<file path="src/rtl/buddy_tree_allocator_defines.svh">
// ----------------------------------------------------------------------------
// buddy_tree_allocator_defines
// assertion macros shared by the allocator modules
// ----------------------------------------------------------------------------
`ifndef BUDDY_TREE_ALLOCATOR_DEFINES_SVH
`define BUDDY_TREE_ALLOCATOR_DEFINES_SVH

// same-cycle implication, off during reset
`define BTA_ASSERT_IMP(label, clk, rst, ante, cons, msg) \
   label: assert property (@(posedge clk) disable iff (rst) (ante) |-> (cons)) \
      else $error(msg);

// next-cycle implication, off during reset
`define BTA_ASSERT_NXT(label, clk, rst, ante, cons, msg) \
   label: assert property (@(posedge clk) disable iff (rst) (ante) |=> (cons)) \
      else $error(msg);

`endif

</file>
<file path="src/rtl/bta_pkg.sv">
// ----------------------------------------------------------------------------
// bta_pkg
// constants, types and helper functions of the buddy tree allocator
// ----------------------------------------------------------------------------
package bta_pkg;

   // geometry: leaves of 64 bytes, 14 levels below the root
   localparam int LEAF_SHIFT   = 6;
   localparam int TREE_LEVELS  = 14;
   localparam int REGION_SHIFT = LEAF_SHIFT + TREE_LEVELS;
   localparam int NODE_COUNT   = (2 << TREE_LEVELS) - 1;

   // field and index widths
   localparam int ADDR_W = 48;
   localparam int SIZE_W = 21;
   localparam int LVL_W  = $clog2(TREE_LEVELS + 1);
   localparam int POS_W  = TREE_LEVELS;
   localparam int IDX_W  = TREE_LEVELS + 1;

   // controller states
   typedef enum logic [3:0] {
      ST_CLR_INIT,
      ST_CLR_SWEEP,
      ST_IDLE,
      ST_CHECK,
      ST_SCAN_RD,
      ST_SCAN_CHK,
      ST_SWEEP,
      ST_UP,
      ST_SIB_CHK,
      ST_DONE_OK,
      ST_DONE_FAIL
   } state_type;

   // commands from controller to datapath
   typedef struct packed {
      logic latch;
      logic scan_init;
      logic scan_rd;
      logic scan_next;
      logic hit;
      logic clr_init;
      logic sweep_step;
      logic sib_rd;
      logic up_step;
      logic load_rsp;
      logic rsp_ok;
   } cmd_type;

   // status from datapath to controller
   typedef struct packed {
      logic op_free;
      logic size_fail;
      logic addr_fail;
      logic match;
      logic scan_last;
      logic sweep_last;
      logic up_top;
      logic sib_free;
      logic rsp_busy;
   } stat_type;

   // heap index of a node from its level and position in the level
   function automatic logic [IDX_W-1:0] node_index(input logic [LVL_W-1:0] lvl,
                                                   input logic [POS_W-1:0] pos);
      node_index = IDX_W'((1 << lvl) - 1) + IDX_W'(pos);
   endfunction

   // deepest level whose block still holds the request
   function automatic logic [LVL_W-1:0] target_depth(input logic [SIZE_W-1:0] size);
      logic [LVL_W-1:0] depth;
      depth = '0;
      for (int d = 0; d <= TREE_LEVELS; d++) begin
         if ((SIZE_W'(1) << (REGION_SHIFT - d)) >= size) begin
            depth = LVL_W'(d);
         end
      end
      target_depth = depth;
   endfunction

endpackage

</file>
<file path="src/rtl/bta_ctrl.sv">
// ----------------------------------------------------------------------------
// bta_ctrl
// sequencer of the allocator: clearing pass, scan, subtree sweep, path walk
// ----------------------------------------------------------------------------
`include "buddy_tree_allocator_defines.svh"

module bta_ctrl import bta_pkg::*; (
   input  logic     clock,
   input  logic     reset,
   input  logic     req_valid,
   output logic     req_ready,
   input  stat_type stat,
   output cmd_type  cmd
);

   state_type state_ff, state_in;

   // state register
   always_ff @(posedge clock) begin
      if (reset) begin
         state_ff <= ST_CLR_INIT;
      end else begin
         state_ff <= state_in;
      end
   end

   // next state
   always_comb begin
      state_in = state_ff;
      unique case (state_ff)
         ST_CLR_INIT:  state_in = ST_CLR_SWEEP;
         ST_CLR_SWEEP: if (stat.sweep_last) state_in = ST_IDLE;
         ST_IDLE:      if (req_valid) state_in = ST_CHECK;
         ST_CHECK: begin
            if (stat.op_free ? stat.addr_fail : stat.size_fail) begin
               state_in = ST_DONE_FAIL;
            end else begin
               state_in = ST_SCAN_RD;
            end
         end
         ST_SCAN_RD:   state_in = ST_SCAN_CHK;
         ST_SCAN_CHK: begin
            priority if (stat.match) state_in = ST_SWEEP;
            else if (stat.scan_last) state_in = ST_DONE_FAIL;
            else state_in = ST_SCAN_RD;
         end
         ST_SWEEP:     if (stat.sweep_last) state_in = ST_UP;
         ST_UP: begin
            priority if (stat.up_top) state_in = ST_DONE_OK;
            else if (stat.op_free) state_in = ST_SIB_CHK;
            else state_in = ST_UP;
         end
         ST_SIB_CHK:   state_in = stat.sib_free ? ST_UP : ST_DONE_OK;
         ST_DONE_OK:   if (!stat.rsp_busy) state_in = ST_IDLE;
         ST_DONE_FAIL: if (!stat.rsp_busy) state_in = ST_IDLE;
         default:      state_in = ST_CLR_INIT;
      endcase
   end

   // command outputs
   always_comb begin
      cmd       = '0;
      req_ready = 1'b0;
      unique case (state_ff)
         ST_CLR_INIT:  cmd.clr_init = 1'b1;
         ST_CLR_SWEEP: cmd.sweep_step = 1'b1;
         ST_IDLE: begin
            req_ready = 1'b1;
            cmd.latch = req_valid;
         end
         ST_CHECK:     cmd.scan_init = !(stat.op_free ? stat.addr_fail : stat.size_fail);
         ST_SCAN_RD:   cmd.scan_rd = 1'b1;
         ST_SCAN_CHK: begin
            cmd.hit       = stat.match;
            cmd.scan_next = !stat.match && !stat.scan_last;
         end
         ST_SWEEP:     cmd.sweep_step = 1'b1;
         ST_UP: begin
            cmd.sib_rd  = !stat.up_top && stat.op_free;
            cmd.up_step = !stat.up_top && !stat.op_free;
         end
         ST_SIB_CHK:   cmd.up_step = stat.sib_free;
         ST_DONE_OK: begin
            cmd.load_rsp = !stat.rsp_busy;
            cmd.rsp_ok   = 1'b1;
         end
         ST_DONE_FAIL: cmd.load_rsp = !stat.rsp_busy;
         default:      cmd = '0;
      endcase
   end

   // checks on the sequencer
   `BTA_ASSERT_NXT(a_accept_to_check, clock, reset, state_ff == ST_IDLE && req_valid, state_ff == ST_CHECK, "accepted transaction did not move to check")
   `BTA_ASSERT_IMP(a_ready_only_idle, clock, reset, req_ready, state_ff == ST_IDLE, "ready outside idle")
   `BTA_ASSERT_IMP(a_latch_on_accept, clock, reset, cmd.latch, req_valid && req_ready, "capture without an accepted transaction")

endmodule

</file>
<file path="config.mk">
export PLATFORM = sky130hd
export DESIGN_NAME = bta_ctrl
export DESIGN_NICKNAME = d
export VERILOG_FILES = /design/src/rtl/bta_pkg.sv /design/src/rtl/bta_ctrl.sv
export VERILOG_INCLUDE_DIRS = /design/src /design/src/rtl
export SDC_FILE = /design/constraint.sdc
export NUM_CORES = 1
export LEC_CHECK = 0
export BUFFER_PORTS_ARGS = -buffer_cell sky130_fd_sc_hd__buf_2
export CORE_UTILIZATION = 41
export DETAILED_ROUTE_END_ITERATION = 10
export GPL_ROUTABILITY_DRIVEN = 0
export PLACE_DENSITY = 0.74
export SYNTH_ARGS = -nofsm -noshare
export SYNTH_HDL_FRONTEND = slang
export SYNTH_SLANG_ARGS = --single-unit
</file>
<file path="constraint.sdc">
create_clock -name clock -period 1.3 [get_ports clock]
set_input_delay 0.26 -clock clock [delete_from_list [all_inputs] [get_ports clock]]
set_output_delay 0.26 -clock clock [all_outputs]
set_load 0.1 [all_outputs]
</file>
==> results of run 1 <==
==> kinds of logic after synthesis <==
kind of cell / Yosys count / share of synthesized area [%]
AOI/OAI and AO/OA: 22 / 29.8
DFF: 4 / 14.6
adders and majority gates: 1 / 1.82
muxes: 2 / 4.56
xor gates and xnor gates: 1 / 1.59
and+or+nand+nor: 37 / 40.1
buffers and inverters: 9 / 7.52
==> metrics by stage <==
stage / setup slack [ns] / instance area (sq um)
floorplan: -1.12 / 717
global placement: -0.162 / 1160
==> qor.txt, run 1 <==
Io pins: 24
PortBufs: 23
Top-area cell type share of the netlist area: 14.6%
Top post-synthesis cells by area: dfxtp_1 (15%), nand2b_1 (5.7%), nor3_1 (5.5%), nor2_1 (5.5%), a21oi_1 (3.6%)
Hpwl dp: 2480 um
Yosys warnings: 0
Yosys reg bits: 4
Status: did not finish
Post-Syn Instances: 76
Synth cell count leaders: nor2_1 (8), nor3_1 (6), nand2b_1 (5)
Post-synth ARST share: 0%
Die height: 38.6 um
Log Error: [ERROR DPL-0033] detailed placement checks failed during check placement.
Synthesized cell area: 549 sq um
Cell type with the largest total area after synthesis: dfxtp_1
Netlist cell types: 41
Main flop type after synthesis: dfxtp_1
Fail Step: detailed placement (3_5_place_dp)
Post-synth EDFFs: 0
Most numerous cell in the Yosys netlist: nor2_1
Die width: 38.6 um
Syn Nets: 88
Syn avg cell area: 7.23 sq um
Row count: 12
Initial Util: 46.9%
Sequential area share after synthesis: 14.6%
==> inputs of run 2 (changes only) <==
--- a/config.mk
+++ b/config.mk
@@ -7,10 +7,11 @@
 export NUM_CORES = 1
 export LEC_CHECK = 0
 export BUFFER_PORTS_ARGS = -buffer_cell sky130_fd_sc_hd__buf_2
-export CORE_UTILIZATION = 41
+export CORE_AREA = 2 2 63 65
 export DETAILED_ROUTE_END_ITERATION = 10
+export DIE_AREA = 0 0 65 67
 export GPL_ROUTABILITY_DRIVEN = 0
-export PLACE_DENSITY = 0.74
+export PLACE_DENSITY_LB_ADDON = 0.15
 export SYNTH_ARGS = -nofsm -noshare
 export SYNTH_HDL_FRONTEND = slang
 export SYNTH_SLANG_ARGS = --single-unit
==> constraint.sdc (replaced) <==
create_clock -name clock -period 1.7 [get_ports clock]
set_input_delay 0.34 -clock clock [delete_from_list [all_inputs] [get_ports clock]]
set_output_delay 0.34 -clock clock [all_outputs]
set_load 0.1 [all_outputs]
==> run 2 against run 1 <==
The flow now finishes without violations. Synthesized cell count unchanged. Area after synthesis unchanged.
==> qor.txt, run 2 <==
WHS: 0.331 ns
Period minus WS final: 1.69 ns
Wire length of the first global-routing pass: 3500 um
Hpwl dp: 1580 um
Hold crit path type: primary input to flip-flop
Netlist cell types: 41
Most frequent cells in the layout: buf_4 (16), buf_2 (12), buf_12 (12)
Initial antenna violation count: 0
Nets: 131
Sequential Power Share: 10.8%
WP buf/inv: 2
Post-synth EDFFs: 0
Max FFs per register: 4
Actual slew at the worst max-slew pin: 0.310 ns
Syn avg cell area: 7.23 sq um
GR Util All Layers: 10.3%
Worst path slowest cell: dfxtp_4
Cell total after placement: 153
P_leak: 0.506 nW
Largest net degree at the start of global routing: 14
Biggest regs: state_ff x4
CTS Hold Bufs: 0
CP max stage delay: 0.37 ns
Top reg by flops: state_ff
DRT iter0 DRCs: 16
Combinational Power Share: 79.2%
Initial Util: 15.2%
Clk_lat worst skew: 0.21 ns
Post-DR vias/cell: 4.56
Grt ovf: 0
Final setup viols: 0
Top post-synthesis cells by area: dfxtp_1 (15%), nand2b_1 (5.7%), nor3_1 (5.5%), nor2_1 (5.5%), a21oi_1 (3.6%)
Clk sinks: 4
Sequential area share after synthesis: 14.6%
Yosys warnings: 0
Vias in the first global route: 781
CTS tree: built
Most common cell after layout, fill and taps aside: buf_4
Die footprint: 4360 sq um
Die height: 67 um
# diodes: 0
Net Sw Power: 996 uW
Synthesized cell area: 549 sq um
Final Max Slew Viols: 0
Clock power share: 10.0%
Area Growth Syn to Fin: 130%
Crit path max-delay family: simple AND/OR/NAND/NOR gates
Post-synth ARST share: 0%
CP Max Fanout: 5
Worst Skew: 0.00193 ns
Yosys reg bits: 4
Critical path capture point type: primary output
Switch share: 50.7%
Final non-filler cell total: 165
Wirelength per Cell: 13.3 um
WP data arrival: 1.35 ns
Synth cell count leaders: nor2_1 (8), nor3_1 (6), nand2b_1 (5)
Detailed-router iteration count before antenna repair: 4
Internal Power: 967 uW
Worst setup SP type: flip-flop
DR vias: 752
Cell Pwr Density: 1550 nW/um^2
Most numerous cell in the Yosys netlist: nor2_1
Cell type with the largest total area after synthesis: dfxtp_1
RSZ-0062 raised after global routing: yes
Hold Vio Cnt, Final: 0
Critical path data required time: 1.36 ns
Core Region: 3610 sq um
Main flop type after synthesis: dfxtp_1
TritonCTS buffer count: 3
Status: finished clean
Critical Path Start: state_ff[0]$_SDFFE_PP0P_
MaxCap Viol Count: 0
Relative slew slack: 79.3%
Post-Syn Instances: 76
Maximum VDD drop: 0.361 mV
Period utilization: 99.6%
Max clock buf depth: 2
Max Fclk: 0.590 GHz
PortBufs: 23
Routed WL: 2200 um
DRT antenna net count: 0
Die width: 65 um
Crit path kind: flip-flop to primary output
H-tree depth: 1
Residual DRC: 0
Io pins: 24
Share of cells above drive strength 1: 66.7%
Hold path startpoint: reset
Root buffer cell: clkbuf_8
Row count: 22
Top-area cell type share of the netlist area: 14.6%
Critical-path cell list: buf_6 > nor4b_4 > and2_4 > buf_12
Clock transition at the registers of the reported paths: 0.03 ns
Launching point of the worst reg2reg path: state_ff[0]$_SDFFE_PP0P_
Syn Nets: 88
[run 2: metal layers]
metal | wire (um) | vias to the layer above | global-route usage, %
li1 | - | 373 | -
met5 | 0 | - | 0
met1 | 940 | 367 | 11.7
met4 | 4 | 0 | 4.79
met2 | 1190 | 10 | 18.6
met3 | 61 | 2 | 2.03
[run 2: final cells by class]
cell class              instances  area (sq um)
well taps                      48          60.1
repair buffers                 44           465
clock buffers                   3          41.3
flip-flops and latches          4          92.6
multi-input cells              63           591
fillers                       365          2340
inverters                       3          15.0
[run 2: power by group through the flow]
stage | Sequential, mW | Clock [mW] | Combinational, mW
6_report | 0.212 | 0.196 | 1.55
3_3_place_gp | 0.188 | 0 | 1.38
3_5_place_dp | 0.189 | 0 | 1.37
5_1_grt | 0.220 | 0.216 | 1.63
2_1_floorplan | 0.159 | 0 | 1.00
4_1_cts | 0.207 | 0.202 | 1.46
[run 2: cell families (layout without fill, tap and decap cells)]
| group | Yosys count | in the layout | share of synthesized area (%) |
|---|---|---|---|
| compound gates | 22 | 22 | 29.8 |
| buf+inv | 9 | 50 | 7.52 |
| mux | 2 | 2 | 4.56 |
| simple gates | 37 | 37 | 40.1 |
| xor+xnor | 1 | 1 | 1.59 |
| fa+ha+maj | 1 | 1 | 1.82 |
| flops | 4 | 4 | 14.6 |
[run 2: repair_timing]
action | in CTS | in global routing
gates resized for setup | 13 | 6
pin swaps | 2 | 3
setup endpoints to repair | 12 | 8
cloned | 0 | 1
buffers inserted | 4 | 4
[run 2: worst register-to-register path: cells and delay by family, from the launching register on]
kind | cells | cell delay [ns]
simple gates | 2 | 0.56
flops | 1 | 0.37
compound gates | 2 | 0.31
buf+inv | 2 | 0.27
[run 2: stage by stage]
stage	instance area (sq um)	setup slack [ns]	utilization [%]	total power, mW	setup TNS, ns
after detailed placement	1100	0.0773	30.4	1.56	0
after floorplan	719	-0.802	-	1.16	-3.62
after CTS	1210	-0.00301	33.5	1.87	-0.00301
after global placement	1100	0.0975	30.4	1.57	0
after global routing	1260	-0.0491	35.1	2.06	-0.129
final	1260	0.00611	35.1	1.96	0
[run 2: final timing paths]
path	endpoint	slack [ns]	depth (start not counted)
worst max register to register	state_ff[1]$_SDFFE_PP0P_	0.10	6
worst max-delay path	cmd[10]	0.006	4
worst min register to register	state_ff[3]$_SDFFE_PP0P_	0.70	2
worst min-delay path	state_ff[0]$_SDFFE_PP0P_	0.33	2
(Power assumes the default switching activity.)
==> inputs of run 3 (changes only) <==
--- a/config.mk
+++ b/config.mk
@@ -11,6 +11,7 @@
 export DETAILED_ROUTE_END_ITERATION = 10
 export DIE_AREA = 0 0 65 67
 export GPL_ROUTABILITY_DRIVEN = 0
+export GPL_TIMING_DRIVEN = 0
 export PLACE_DENSITY_LB_ADDON = 0.15
 export SYNTH_ARGS = -nofsm -noshare
 export SYNTH_HDL_FRONTEND = slang
==> run 3 against run 2 <==
The flow now finishes with violations (setup timing). Sequential power fell by 8%. Maximum frequency shrank 3.6%. Clock skew grew 0.0011 ns. Hold slack better by 0.0048 ns. Critical path depth unchanged. Clock power up 3%. Final area is 1.5% lower. First-iteration DRC count increased by 81%. Count of clock-buffer cells in the layout unchanged. Register-to-register slack about the same. Critical endpoint unchanged. Largest power group unchanged.
==> qor.txt, run 3 (synthesized netlist as in run 2, its figures left out) <==
Post-DR vias/cell: 4.55
Worst setup SP type: flip-flop
Clk sinks: 4
Worst setup margin: -0.0576 ns
Hpwl dp: 1610 um
Residual DRC: 0
Top Metal Used: met4
Max FFs per register: 4
Share of cells above drive strength 1: 65.8%
Status: complete, but fails checks
Hold crit path type: primary input to flip-flop
Critical path data required time: 1.36 ns
Worst Skew: 0.00303 ns
H-tree depth: 1
Most common cell after layout, fill and taps aside: buf_4
Period utilization: 103%
CTS tree: built
Top reg by flops: state_ff
Hold Vio Cnt, Final: 0
Cell Pwr Density: 1610 nW/um^2
Crit path kind: flip-flop to primary output
TritonCTS buffer count: 3
Relative slew slack: 80.0%
Vias in the first global route: 725
Final Max Slew Viols: 0
Root buffer cell: clkbuf_8
Detailed-router iteration count before antenna repair: 4
DRT antenna net count: 0
Routed WL: 2210 um
Most frequent cells in the layout: buf_4 (15), buf_2 (11), buf_6 (9)
DRT iter0 DRCs: 29
Initial antenna violation count: 0
Power Total: 2.01 mW
CTS Hold Bufs: 0
Final setup viols: 5
Wire length of the first global-routing pass: 3440 um
Grt ovf: 0
Wirelength per Cell: 13.4 um
PortBufs: 23
Cell total after placement: 147
Die height: 67 um
Biggest regs: state_ff x4
P_leak: 0.523 nW
Core Region: 3610 sq um
DR vias: 751
Failing checks: setup timing
Met1 Wirelength: 905 um
Initial Util: 15.2%
Period minus WS final: 1.76 ns
Io pins: 24
Row count: 22
Clk_lat worst skew: 0.22 ns
Actual slew at the worst max-slew pin: 0.300 ns
Area Growth Syn to Fin: 127%
WP data arrival: 1.42 ns
MaxCap Viol Count: 0
CP Max Fanout: 7
# diodes: 0
Max Fclk: 0.569 GHz
Fill count: 372
Critical path capture point type: primary output
Die footprint: 4360 sq um
Largest net degree at the start of global routing: 11
Final non-filler cell total: 165
Clock transition at the registers of the reported paths: 0.03 ns
RSZ-0062 raised after global routing: yes
GR Util All Layers: 10.3%
Nets: 131
Max clock buf depth: 2
Maximum VDD drop: 0.389 mV
Met2 Wirelength: 1170 um
Final setup TNS: -0.220 ns
Die width: 65 um
Metal3 WL: 102 um
run 3: cell count changes in the layout (fill, tap and decap cells not counted), sizes merged:
cell | before | now
buf | 44 | 43
clkbuf | 3 | 4
run 3: routing by layer:
| layer | track usage, % | vias up |
|---|---|---|
| met5 | 0 | - |
| met2 | 19.1 | 18 |
| met4 | 4.79 | 0 |
| li1 | - | 368 |
| met1 | 11.6 | 360 |
| met3 | 1.35 | 5 |
run 3: power by group:
part / internal, mW / total [mW] / switching (mW)
registers: 0.138 / 0.194 / 0.0561
clock network: 0.151 / 0.201 / 0.0505
logic: 0.704 / 1.62 / 0.911
run 3: layout make-up:
class,instances,area [sq um],share of cell area (%)
timing repair buffer,38,329,26.4
multi-input combinational,63,603,48.4
clock buffer,3,41.3,3.31
inverter,3,15.0,1.20
tap,48,60.1,4.82
sequential,4,92.6,7.43
buffer,6,105,8.43
run 3: final timing paths:
check / cells past startpoint / slack, ns / endpoint / startpoint
setup / recovery: 4 / -0.06 / cmd[10] / state_ff[2]$_SDFFE_PP0P_
hold / removal: 2 / 0.34 / state_ff[0]$_SDFFE_PP0P_ / reset
setup reg to reg: 5 / 0.10 / state_ff[3]$_SDFFE_PP0P_ / state_ff[3]$_SDFFE_PP0P_
hold reg to reg: 2 / 0.63 / state_ff[3]$_SDFFE_PP0P_ / state_ff[2]$_SDFFE_PP0P_
run 3: per-stage QoR:
step	util (%)	setup WS, ns	hold WS, ns	instance area (sq um)
floorplan	-	-0.802	0.397	719
global placement	24.8	-0.258	0.557	895
detailed placement	24.8	-0.284	0.563	895
CTS	32.6	-0.0950	0.331	1170
global route	34.6	-0.111	0.342	1250
finish	34.6	-0.0576	0.336	1250
run 3: what timing repair did:
item                                    CTS  global route
setup buffers                            11             4
endpoints found under the setup margin   12             9
pin swaps                                 2             1
resized for setup                        43            12
run 3: critical path, cell delays in order (launching register included):
cell and delay (ns):
dfxtp_4 0.36, clkbuf_16 0.16, nor4b_4 0.31, and2_4 0.20, buf_12 0.16
==> inputs of run 4 (changes only) <==
--- a/config.mk
+++ b/config.mk
@@ -11,8 +11,8 @@
 export DETAILED_ROUTE_END_ITERATION = 10
 export DIE_AREA = 0 0 65 67
 export GPL_ROUTABILITY_DRIVEN = 0
-export GPL_TIMING_DRIVEN = 0
 export PLACE_DENSITY_LB_ADDON = 0.15
+export REMOVE_ABC_BUFFERS = 1
 export SYNTH_ARGS = -nofsm -noshare
 export SYNTH_HDL_FRONTEND = slang
 export SYNTH_SLANG_ARGS = --single-unit
==> run 4 against run 3 <==
The run now ends clean. Register-to-register slack got worse by 0.02 ns. Global-route usage shrank 0.79 points. Cell count fell by 0.61%. Die area unchanged. Largest power group unchanged. Count of clock-buffer cells in the layout unchanged. Power down 9.3%. Critical path depth unchanged.
==> qor.txt, run 4 (synthesized netlist as in run 2, its figures left out) <==
CP Max Fanout: 6
Wire length of the first global-routing pass: 3260 um
Reg area: 95.1 sq um
Area of the multi-input gates: 539 sq um
TritonCTS buffer count: 3
Launching point of the worst reg2reg path: state_ff[2]$_SDFFE_PP0P_
Utilization after layout: 33.2%
Max clock buf depth: 2
CTS Hold Bufs: 0
Core Region: 3610 sq um
Relative slew slack: 83.1%
H-tree depth: 1
Clk sinks: 4
RSZ-0062 raised after global routing: yes
Final non-filler cell total: 164
Detailed-router iteration count before antenna repair: 4
Share of cells above drive strength 1: 62.9%
Post-DR vias/cell: 4.43
Crit path kind: flip-flop to primary output
DRT iter0 DRCs: 52
Worst setup margin: 0.00763 ns
PortBufs: 23
Root buffer cell: clkbuf_8
Final setup TNS: 0 ns
Top reg by flops: state_ff
CTS tree: built
Most frequent cells in the layout: buf_4 (19), buf_12 (12), buf_2 (11)
Row count: 22
Initial antenna violation count: 0
Placed Instance Area: 1000 sq um
Cell Pwr Density: 1520 nW/um^2
MaxCap Viol Count: 0
Final Max Slew Viols: 0
Initial Util: 15.2%
Period utilization: 99.6%
Cell area after layout: 1200 sq um
Die height: 67 um
Grt ovf: 0
Actual slew at the worst max-slew pin: 0.253 ns
Maximum VDD drop: 0.893 mV
Max Fclk: 0.591 GHz
Area Growth Syn to Fin: 118%
Worst Skew: 0.00529 ns
Worst setup SP type: flip-flop
Die footprint: 4360 sq um
Most common cell after layout, fill and taps aside: buf_4
Io pins: 24
Hold Vio Cnt, Final: 0
Hpwl dp: 1500 um
DRT antenna net count: 0
Routed WL: 1930 um
Hold crit path type: primary input to flip-flop
Final setup viols: 0
Clock transition at the registers of the reported paths: 0.03 ns
# diodes: 0
Biggest regs: state_ff x4
Vias in the first global route: 724
Status: finished clean
Period minus WS final: 1.69 ns
Place WS: -0.0128 ns
Nets: 130
WHS: 0.330 ns
Power Total: 1.82 mW
Hold path startpoint: reset
Cell total after placement: 158
Wirelength per Cell: 11.7 um
P_leak: 0.481 nW
Critical path capture point type: primary output
Critical path data required time: 1.36 ns
Max FFs per register: 4
GR Util All Layers: 9.50%
Clk_lat worst skew: 0.22 ns
Largest net degree at the start of global routing: 10
DR vias: 726
Die width: 65 um
WP data arrival: 1.35 ns
Fill count: 391
Residual DRC: 0
Critical Path Start: state_ff[3]$_SDFFE_PP0P_
==> run 4: cell types whose count changed in the layout (fill, tap and decap cells not counted), sizes merged <==
cell	delta
clkbuf	-1
clkinvlp	-1
inv	+1
==> run 4: worst max-delay path, stage by stage (launching register included) <==
cell and delay [ns]:
dfxtp_4 0.35, nand2b_4 0.18, o41ai_4 0.28, buf_4 0.16, buf_12 0.16
==> run 4: layout make-up <==
cell class              count  area share (%)
clock buffers               3            3.45
inverters                   3           0.941
multi-input cells          63            45.1
flip-flops and latches      4            7.95
well taps                  48            5.02
repair buffers             43            37.6
==> run 4: final timing paths <==
path | end | slack [ns] | cells past startpoint
setup / recovery | cmd[2] | 0.008 | 4
hold / removal | state_ff[0]$_SDFFE_PP0P_ | 0.33 | 2
setup reg to reg | state_ff[0]$_SDFFE_PP0P_ | 0.08 | 5
hold reg to reg | state_ff[3]$_SDFFE_PP0P_ | 0.69 | 2
==> run 4: timing repair <==
action,CTS,global route
resized for setup,24,7
pin swaps,1,1
buffers inserted,2,1
endpoints found under the setup margin,12,8
gates cloned,0,0
==> run 4: layer usage <==
layer | track usage [%] | part of all wire [%] | wire length [um]
met1 | 12.0 | 44 | 849
met2 | 15.7 | 50 | 957
met3 | 3.38 | 6.1 | 118
met4 | 1.60 | 0 | 0
met5 | 0 | 0 | 0
==> run 4: power by group <==
part | switching [mW] | internal [mW]
clock | 0.0463 | 0.151
combinational | 0.796 | 0.611
sequential | 0.0788 | 0.141
total | 0.921 | 0.903
